<file path="src/design/mppt_pso_and_perturb_observe_unit_defines.svh">
// Assertion macros for the maximum power point tracker.
// Each use sits in a module that has clk and arst_n.
`ifndef MPPT_PSO_AND_PERTURB_OBSERVE_UNIT_DEFINES_SVH
`define MPPT_PSO_AND_PERTURB_OBSERVE_UNIT_DEFINES_SVH

`ifndef ASSERT_OFF

`define MPPO_ASSERT(lbl, prop) \
	lbl: assert property (@(posedge clk) disable iff (!arst_n) (prop)) \
		else $error("mppo assertion failed");

`define MPPO_ASSERT_IMP(lbl, ante, cons) \
	lbl: assert property (@(posedge clk) disable iff (!arst_n) (ante) |-> (cons)) \
		else $error("mppo assertion failed");

`define MPPO_ASSERT_NXT(lbl, ante, cons) \
	lbl: assert property (@(posedge clk) disable iff (!arst_n) (ante) |=> (cons)) \
		else $error("mppo assertion failed");

`else

`define MPPO_ASSERT(lbl, prop)
`define MPPO_ASSERT_IMP(lbl, ante, cons)
`define MPPO_ASSERT_NXT(lbl, ante, cons)

`endif

`endif

</file>
<file path="src/design/mppo_pkg.sv">
`timescale 1ns / 1ps
package mppo_pkg;

	localparam int NUM_PARTICLES = 5;
	localparam int PIDX_W = $clog2(NUM_PARTICLES);
	localparam logic [PIDX_W-1:0] LAST_IDX = PIDX_W'(NUM_PARTICLES - 1);

	// spread: vmin + floor(span * (2i+1) / (2N))
	localparam int SPREAD_DIV = 2 * NUM_PARTICLES;
	localparam int SPAN_X_W = 16 + PIDX_W + 1;
	localparam int PROD_W = SPAN_X_W + 32;
	localparam logic [31:0] SPREAD_RECIP = 32'((64'd1 << 32) / SPREAD_DIV);

	localparam logic [2:0] CFG_ALGO       = 3'd0;
	localparam logic [2:0] CFG_VOUT_MIN   = 3'd1;
	localparam logic [2:0] CFG_VOUT_MAX   = 3'd2;
	localparam logic [2:0] CFG_PO_STEP    = 3'd3;
	localparam logic [2:0] CFG_TRACK_STEP = 3'd4;
	localparam logic [2:0] CFG_VEL_LIMIT  = 3'd5;
	localparam logic [2:0] CFG_MAX_ITER   = 3'd6;
	localparam logic [2:0] CFG_RNG_SEED   = 3'd7;

	localparam logic [1:0] PHASE_PO    = 2'd0;
	localparam logic [1:0] PHASE_SCAN  = 2'd1;
	localparam logic [1:0] PHASE_TRACK = 2'd2;

	localparam logic [15:0] PO_START_VREF = 16'd15462;
	localparam logic [31:0] LFSR_TAPS = 32'hD000_0001;
	localparam logic signed [32:0] FIT_NONE = -33'sd1;

	typedef struct packed {
		logic cap;
		logic mul;
		logic po_restart;
		logic po_step;
		logic spr_x;
		logic spr_q;
		logic spr_wr;
		logic spr_fin;
		logic scan_eval;
		logic upd_a;
		logic upd_b;
		logic scan_chk;
		logic track;
		logic load_out;
		logic warm;
		logic [PIDX_W-1:0] idx;
	} dp_cmd_t;

	typedef struct packed {
		logic op;
		logic algo;
		logic ready;
		logic in_track;
		logic wrap;
		logic drop;
	} dp_status_t;

	function automatic logic [15:0] clamp_ref(input logic signed [19:0] x,
		input logic [15:0] lo, input logic [15:0] hi);
		logic signed [19:0] lo_s;
		logic signed [19:0] hi_s;
		lo_s = $signed({4'b0, lo});
		hi_s = $signed({4'b0, hi});
		if (x < lo_s) return lo;
		else if (x > hi_s) return hi;
		else return x[15:0];
	endfunction

	function automatic logic [31:0] lfsr_next(input logic [31:0] v);
		if (v[0]) return {1'b0, v[31:1]} ^ LFSR_TAPS;
		else return {1'b0, v[31:1]};
	endfunction

endpackage

</file>
<file path="src/design/mppo_ctrl.sv">
`timescale 1ns / 1ps
`include "mppt_pso_and_perturb_observe_unit_defines.svh"
module mppo_ctrl (
	input  logic                 clk,
	input  logic                 arst_n,
	input  logic                 in_valid,
	output logic                 in_stall,
	output logic                 out_valid,
	input  logic                 out_stall,
	input  mppo_pkg::dp_status_t status,
	output mppo_pkg::dp_cmd_t    cmd
);

	localparam logic [3:0] ST_IDLE    = 4'd0;
	localparam logic [3:0] ST_MUL     = 4'd1;
	localparam logic [3:0] ST_DISP    = 4'd2;
	localparam logic [3:0] ST_SPR_X   = 4'd3;
	localparam logic [3:0] ST_SPR_Q   = 4'd4;
	localparam logic [3:0] ST_SPR_W   = 4'd5;
	localparam logic [3:0] ST_SPR_FIN = 4'd6;
	localparam logic [3:0] ST_UPD_A   = 4'd7;
	localparam logic [3:0] ST_UPD_B   = 4'd8;
	localparam logic [3:0] ST_CHK     = 4'd9;
	localparam logic [3:0] ST_OUT     = 4'd10;

	logic [3:0] state_q, state_d;
	logic [mppo_pkg::PIDX_W-1:0] idx_q, idx_d;
	logic warm_q, warm_d;
	logic out_valid_q;
	logic idx_last;
	logic [13:0] cmd_pulses;

	assign idx_last = idx_q == mppo_pkg::LAST_IDX;

	always_comb begin
		cmd = '0;
		cmd.idx = idx_q;
		cmd.warm = warm_q;
		state_d = state_q;
		idx_d = idx_q;
		warm_d = warm_q;
		unique case (state_q)
			ST_IDLE: begin
				if (in_valid) begin
					cmd.cap = 1'b1;
					state_d = ST_MUL;
				end
			end
			ST_MUL: begin
				cmd.mul = 1'b1;
				state_d = ST_DISP;
			end
			ST_DISP: begin
				idx_d = '0;
				if (status.op) begin
					if (status.algo) begin
						warm_d = 1'b0;
						state_d = ST_SPR_X;
					end else begin
						cmd.po_restart = 1'b1;
						state_d = ST_OUT;
					end
				end else if (!status.algo) begin
					cmd.po_step = 1'b1;
					state_d = ST_OUT;
				end else if (!status.ready) begin
					warm_d = 1'b0;
					state_d = ST_SPR_X;
				end else if (status.in_track) begin
					if (status.drop) begin
						warm_d = 1'b1;
						state_d = ST_SPR_X;
					end else begin
						cmd.track = 1'b1;
						state_d = ST_OUT;
					end
				end else begin
					cmd.scan_eval = 1'b1;
					state_d = status.wrap ? ST_UPD_A : ST_CHK;
				end
			end
			ST_SPR_X: begin
				cmd.spr_x = 1'b1;
				state_d = ST_SPR_Q;
			end
			ST_SPR_Q: begin
				cmd.spr_q = 1'b1;
				state_d = ST_SPR_W;
			end
			ST_SPR_W: begin
				cmd.spr_wr = 1'b1;
				if (idx_last) begin
					state_d = ST_SPR_FIN;
				end else begin
					idx_d = idx_q + mppo_pkg::PIDX_W'(1);
					state_d = ST_SPR_X;
				end
			end
			ST_SPR_FIN: begin
				cmd.spr_fin = 1'b1;
				state_d = ST_OUT;
			end
			ST_UPD_A: begin
				cmd.upd_a = 1'b1;
				state_d = ST_UPD_B;
			end
			ST_UPD_B: begin
				cmd.upd_b = 1'b1;
				if (idx_last) begin
					state_d = ST_CHK;
				end else begin
					idx_d = idx_q + mppo_pkg::PIDX_W'(1);
					state_d = ST_UPD_A;
				end
			end
			ST_CHK: begin
				cmd.scan_chk = 1'b1;
				state_d = ST_OUT;
			end
			ST_OUT: begin
				// hold until the output register is free
				if (!out_valid_q || !out_stall) begin
					cmd.load_out = 1'b1;
					state_d = ST_IDLE;
				end
			end
			default: state_d = ST_IDLE;
		endcase
	end

	always_ff @(posedge clk or negedge arst_n) begin
		if (!arst_n) begin
			state_q <= ST_IDLE;
			idx_q <= '0;
			warm_q <= 1'b0;
			out_valid_q <= 1'b0;
		end else begin
			state_q <= state_d;
			idx_q <= idx_d;
			warm_q <= warm_d;
			if (cmd.load_out) out_valid_q <= 1'b1;
			else if (!out_stall) out_valid_q <= 1'b0;
		end
	end

	assign in_stall = state_q != ST_IDLE;
	assign out_valid = out_valid_q;

	assign cmd_pulses = {cmd.cap, cmd.mul, cmd.po_restart, cmd.po_step, cmd.spr_x,
		cmd.spr_q, cmd.spr_wr, cmd.spr_fin, cmd.scan_eval, cmd.upd_a, cmd.upd_b,
		cmd.scan_chk, cmd.track, cmd.load_out};

	`MPPO_ASSERT_NXT(a_accept_to_mul, in_valid && !in_stall, state_q == ST_MUL)
	`MPPO_ASSERT(a_cmd_single, $onehot0(cmd_pulses))
	`MPPO_ASSERT_IMP(a_no_overwrite, out_valid_q && out_stall, !cmd.load_out)

endmodule

</file>
<file path="config.mk">
export PLATFORM = sky130hd
export DESIGN_NAME = mppo_ctrl
export DESIGN_NICKNAME = d
export VERILOG_FILES = /design/src/design/mppo_pkg.sv /design/src/design/mppo_ctrl.sv
export VERILOG_INCLUDE_DIRS = /design/src /design/src/design
export SDC_FILE = /design/constraint.sdc
export NUM_CORES = 1
export LEC_CHECK = 0
export BUFFER_PORTS_ARGS = -buffer_cell sky130_fd_sc_hd__buf_2
export CAP_MARGIN = 10
export CORE_UTILIZATION = 42
export DETAILED_ROUTE_END_ITERATION = 10
export GPL_TIMING_DRIVEN = 0
export PLACE_DENSITY = 0.85
export SLEW_MARGIN = 10
export SYNTH_ARGS = -nofsm -noshare
export SYNTH_HDL_FRONTEND = slang
export SYNTH_SLANG_ARGS = --single-unit
</file>
<file path="constraint.sdc">
create_clock -name clk -period 1.33 [get_ports clk]
set_input_delay 0 -clock clk [delete_from_list [all_inputs] [get_ports clk]]
set_output_delay 0 -clock clk [all_outputs]
set_load 0.02 [all_outputs]
</file>
# Yosys cells after proc, flatten, opt, wreduce, memory -nomap -nowiden

Cells that the tools add are included.

Memory bits (read-only): 0
Flip-flop bits (word level): 9
Bits in latches: 0
Memories kept: 0
Logic and storage cells: 82
RAM bits: 0
Output and inout bits: 20
Input bits: 10

Multiplexer cells: 49
Shifts and indexed selects: 0
$add $sub $neg: 1
Multiply operators: 0
Bitwise logic cells: 0
Reductions and logical operators: 11
Order comparisons: 0
Divide/modulo/power cells: 0
Eq/ne operators: 17

Operator list:

| kind                                                            | number |
|---|---|
| 4-bit 2-to-1 mux                                                | 10 |
| 4-bit one-hot mux with 10 select lines                          | 1 |
| 1-bit 2-to-1 mux                                                | 34 |
| 4-bit by 3-bit == test with 1-bit output, second input constant | 4 |
| 4-bit == test, second input constant                            | 3 |
| 4-bit by 2-bit == test with 1-bit output, second input constant | 2 |
| 3-bit 2-to-1 mux                                                | 2 |
| 2-bit != test, second input constant                            | 3 |
| 3-bit by 2-bit != test with 1-bit output, second input constant | 2 |
| 3-bit one-hot mux with 2 select lines                           | 1 |
| 4-bit by 1-bit == test with 1-bit output, second input constant | 1 |
| 4-bit zero test                                                 | 1 |
| 2-bit AND reduction                                             | 2 |
| 4-bit AND reduction                                             | 1 |
| 4-bit nonzero test                                              | 1 |
| 2-bit OR reduction                                              | 2 |
| 3-bit by 1-bit adder with 3-bit output, second input constant   | 1 |
| 3-bit == test, second input constant                            | 1 |
| 1-bit zero test                                                 | 2 |
| 2-bit 2-to-1 mux                                                | 1 |
| 2-bit by 1-bit != test with 1-bit output, second input constant | 1 |
| 2-bit nonzero test                                              | 1 |
| 1-bit logical OR                                                | 1 |

# Depth between registers and ports, before layout

Depth after elaboration: 6
Mapped depth: 6
Mapped depth without buffers: 6

# Worst setup path after synthesis

Ideal clock, no wire load.

Kind: register to output
Start: register state_q[2]
End: output cmd[9] (netlist name)
Slack: -0.267 ns
Arrival time: 1.597 ns
Required time: 1.330 ns
Buffers on the path: 0
Stages on the path, launching flop included: 5
Cell sequence: dfrtp_1 -> or4b_4 -> inv_2 -> nand2_1 -> nor3_1

RTL lines:

| item                   | line             | RTL |
|---|---|---|
| from (decl)            | mppo_ctrl.sv:26  | `logic [3:0] state_q, state_d;` |
| from (signal assigned) | mppo_ctrl.sv:138 | `state_q <= state_d;` |
| to (decl)              | mppo_ctrl.sv:11  | `output mppo_pkg::dp_cmd_t cmd` |

==> impl_metrics.csv <==
group,metric,value,unit
power,powerDensity,2250,mW/mm^2
sta,drv_slew,0,
sta,grt_setup_unrepaired,"true",
synth,yosysTopAreaCellShare,30.3,%
cells_and_area,fin_cells,162,
die,core-area,0.00158,sq mm
synth,yosysTopAreaCell,"dfrtp_1",
routing,wirelength,3400,um
die,die_h,44.1,um
routing,drc_errors,2,
routing,drtIter0Drc,48,
synth,syn-cell-area,743,sq um
place,portBuffers,29,
die,dieArea,0.00194,sq mm
worst_setup_path,crit_fanout,5,
worst_setup_path,cp.required,1.33,ns
clocking,clockBufferDepth,2,
cells_and_area,seq_area,228,sq um
worst_setup_path,criticalPathCategory,"reg2out",
worst_setup_path,cp.arrival,1.67,ns
synth,syn_nets,105,
routing,postRouteAntennaNets,0,
global_routing,grt_max_degree,11,
run,drv_cap,0,
worst_setup_path,endpoint_kind,"output pin",
cells_and_area,nFillCells,72,
synth,synth_compound_area_share,22.9,%
routing,num_vias,1017,
global_routing,grt_use_total,31.1,%
cells_and_area,nets,159,
routing,drt_first_pass_iters,9,
clocking,worstSkewPairLatency,0.28,ns
cells_and_area,antenna_cells,0,
global_routing,grt_pass1_vias,920,
clocking,cts_tree,"done",
sta,setup_viol,23,
clocking,clock-sinks,9,
sta,max_freq,598,MHz
synth,synth-edff-count,0,
synth,yosys_warnings,0,
die,io_pins,30,
worst_setup_path,rrSetupSlack,-0.30,ns
sta,finalWorstSetupSlack,-0.343,ns
synth,ys_types,35,
sta,finalHoldViolations,0,
clocking,cts_buffers,3,
synth,synth_common_cells,"nor2_1, dfrtp_1, nand2_1, inv_1, nor3_1",
synth,synthCells,93,
synth,ys_ff_latch,9,
place,dp.cells,138,
outcome,status,"complete, but fails checks",
power,vdd_drop_max,1.88,mV
cells_and_area,multi_input_area,642,sq um
synth,synthAdderAreaFrac,3.37,%
synth,synth_xor_area_share,0,%
synth,yosys.area_share.simple,32.8,%
cells_and_area,area.growth.synth_to_final,90.6,%
global_routing,antenna_found_initial,0,
cells_and_area,finalInstanceArea,0.00142,sq mm
place,post_dp_cell_area,955,sq um
place,place_congestion,0.818,
worst_setup_path,path_cells,"or4b_4, buf_6, nor3_2, buf_4",
clocking,htreeDepth,1,
synth,async_flop_share,100,%
sta,max_slew_margin,80.9,%
clocking,clockRootBuffer,"clkbuf_4",
global_routing,grt_pass1_wl,4370,um
sta,fin_crit_sh,126,%
place,place_hpwl,1450,um
sta,holdWs,0.00543,ns
power,leakagePower,0.672,nW
synth,ys.flop_type,"dfrtp_1",
worst_setup_path,crit_slowest_cell,"or4b_4",
cells_and_area,drive_gt1_share,66.4,%
synth,synth_top_family_by_area,"simple AND/OR/NAND/NOR gates",
global_routing,overflow,0,
die,initial_core_util,47.1,%
worst_setup_path,slowest_delay,0.52,ns
die,num_rows,14,
worst_setup_path,start_kind,"flop",
routing,wl_per_cell,21.0,um
outcome,violations,"design-rule violations, negative setup slack",
min_path,holdCritPathClass,"in2reg",
die,dieWidth,44.1,um
synth,yosysSeqAreaShare,30.3,%
synth,synth_area_leaders,"dfrtp_1, nor2_1, nand2_1",
sta,worst_pin_slew,0.284,ns
routing,vias_per_cell,6.28,
clocking,clkTransAtPathRegs,0.08,ns
sta,fin_crit,1.67,ns
synth,synth.area.mux_share,2.69,%
synth,synth.most_common_cell,"nor2_1",
synth,avgSynthCellArea,7.99,sq um
sta,skew,0.0105,ns
## layout by cell type (no fill, tap or decap), types with 3 or more instances in the layout
cell type / n
dfrtp_1: 7
nor3_4: 3
nor3_2: 3
nand2_1: 4
a21oi_1: 3
clkbuf_4: 3
inv_1: 4
nor2_4: 6
buf_2: 16
nand2_2: 4
o21ai_0: 3
buf_4: 17
buf_6: 15
nor2_1: 3
## cell families (layout without fill, tap and decap cells)
logic type,count (synthesis),after routing
and+or+nand+nor,43,43
AOI/OAI and AO/OA,25,25
buffers and inverters,12,65
DFF,9,9
adders and majority gates,2,2
muxes,2,2
## area by class of cell
type | instances | area share (%)
Tap cell | 16 | 1.41
Clock buffer | 4 | 1.86
Timing Repair Buffer | 49 | 29.0
Sequential cell | 9 | 16.1
Inverter | 7 | 2.03
Buffer | 5 | 4.33
Multi-Input combinational cell | 72 | 45.3
## layer usage
| metal | global-route usage, % | routed length (um) | vias up |
|---|---|---|---|
| met3 | 5.71 | 269 | 15 |
| met4 | 15.2 | 119 | 0 |
| met2 | 52.9 | 1770 | 69 |
| li1 | - | - | 439 |
| met5 | 0 | 0 | - |
| met1 | 37.6 | 1240 | 494 |
## critical path: cells and delay by family, from the launching register on
family	cells	cell delay, ns
AND/OR/NAND/NOR	2	0.62
flip-flops	1	0.45
buffers and inverters	2	0.31
## sequential cells by signal, summed over array words and instances (netlist names)
name and cells:
state_q 4, out_valid 1, idx_q 3, warm_q 1
## path summary, 6_finish.rpt
kind,from,end,cells past startpoint
min,status[3],warm_q,3
min in group asynchronous,arst_n,state_q[1],2
max in group asynchronous,arst_n,idx_q[0],2
max,state_q[1],cmd[14],4
max reg2reg,state_q[1],state_q[2],5
min reg2reg,warm_q,warm_q,2
## stage by stage
step | TNS [ns] | setup WS, ns | utilization [%] | power, W
2_1_floorplan | -0.197 | -0.106 | - | 0.00145
6_report | -5.10 | -0.343 | 89.8 | 0.00319
3_3_place_gp | -0.625 | -0.127 | 60.6 | 0.00171
3_5_place_dp | -0.908 | -0.179 | 60.6 | 0.00175
5_1_grt | -5.91 | -0.375 | 89.8 | 0.00329
4_1_cts | -2.98 | -0.300 | 78.3 | 0.00251
## what timing repair did
item / CTS / global route
resized for setup: 45 / 30
endpoints found under the hold margin: 10 / 0
setup buffers: 10 / 6
hold buffers: 2 / 0
endpoints found under the setup margin: 18 / 23
pin swaps: 16 / 6
cloned: 1 / 1
## power breakdown
part	switching, W	internal [W]
Combinational	0.00130	0.00118
Sequential	0.0000869	0.000369
Clock	0.000128	0.000116
Total	0.00152	0.00167
No activity file was read; power rests on OpenSTA's default activity.
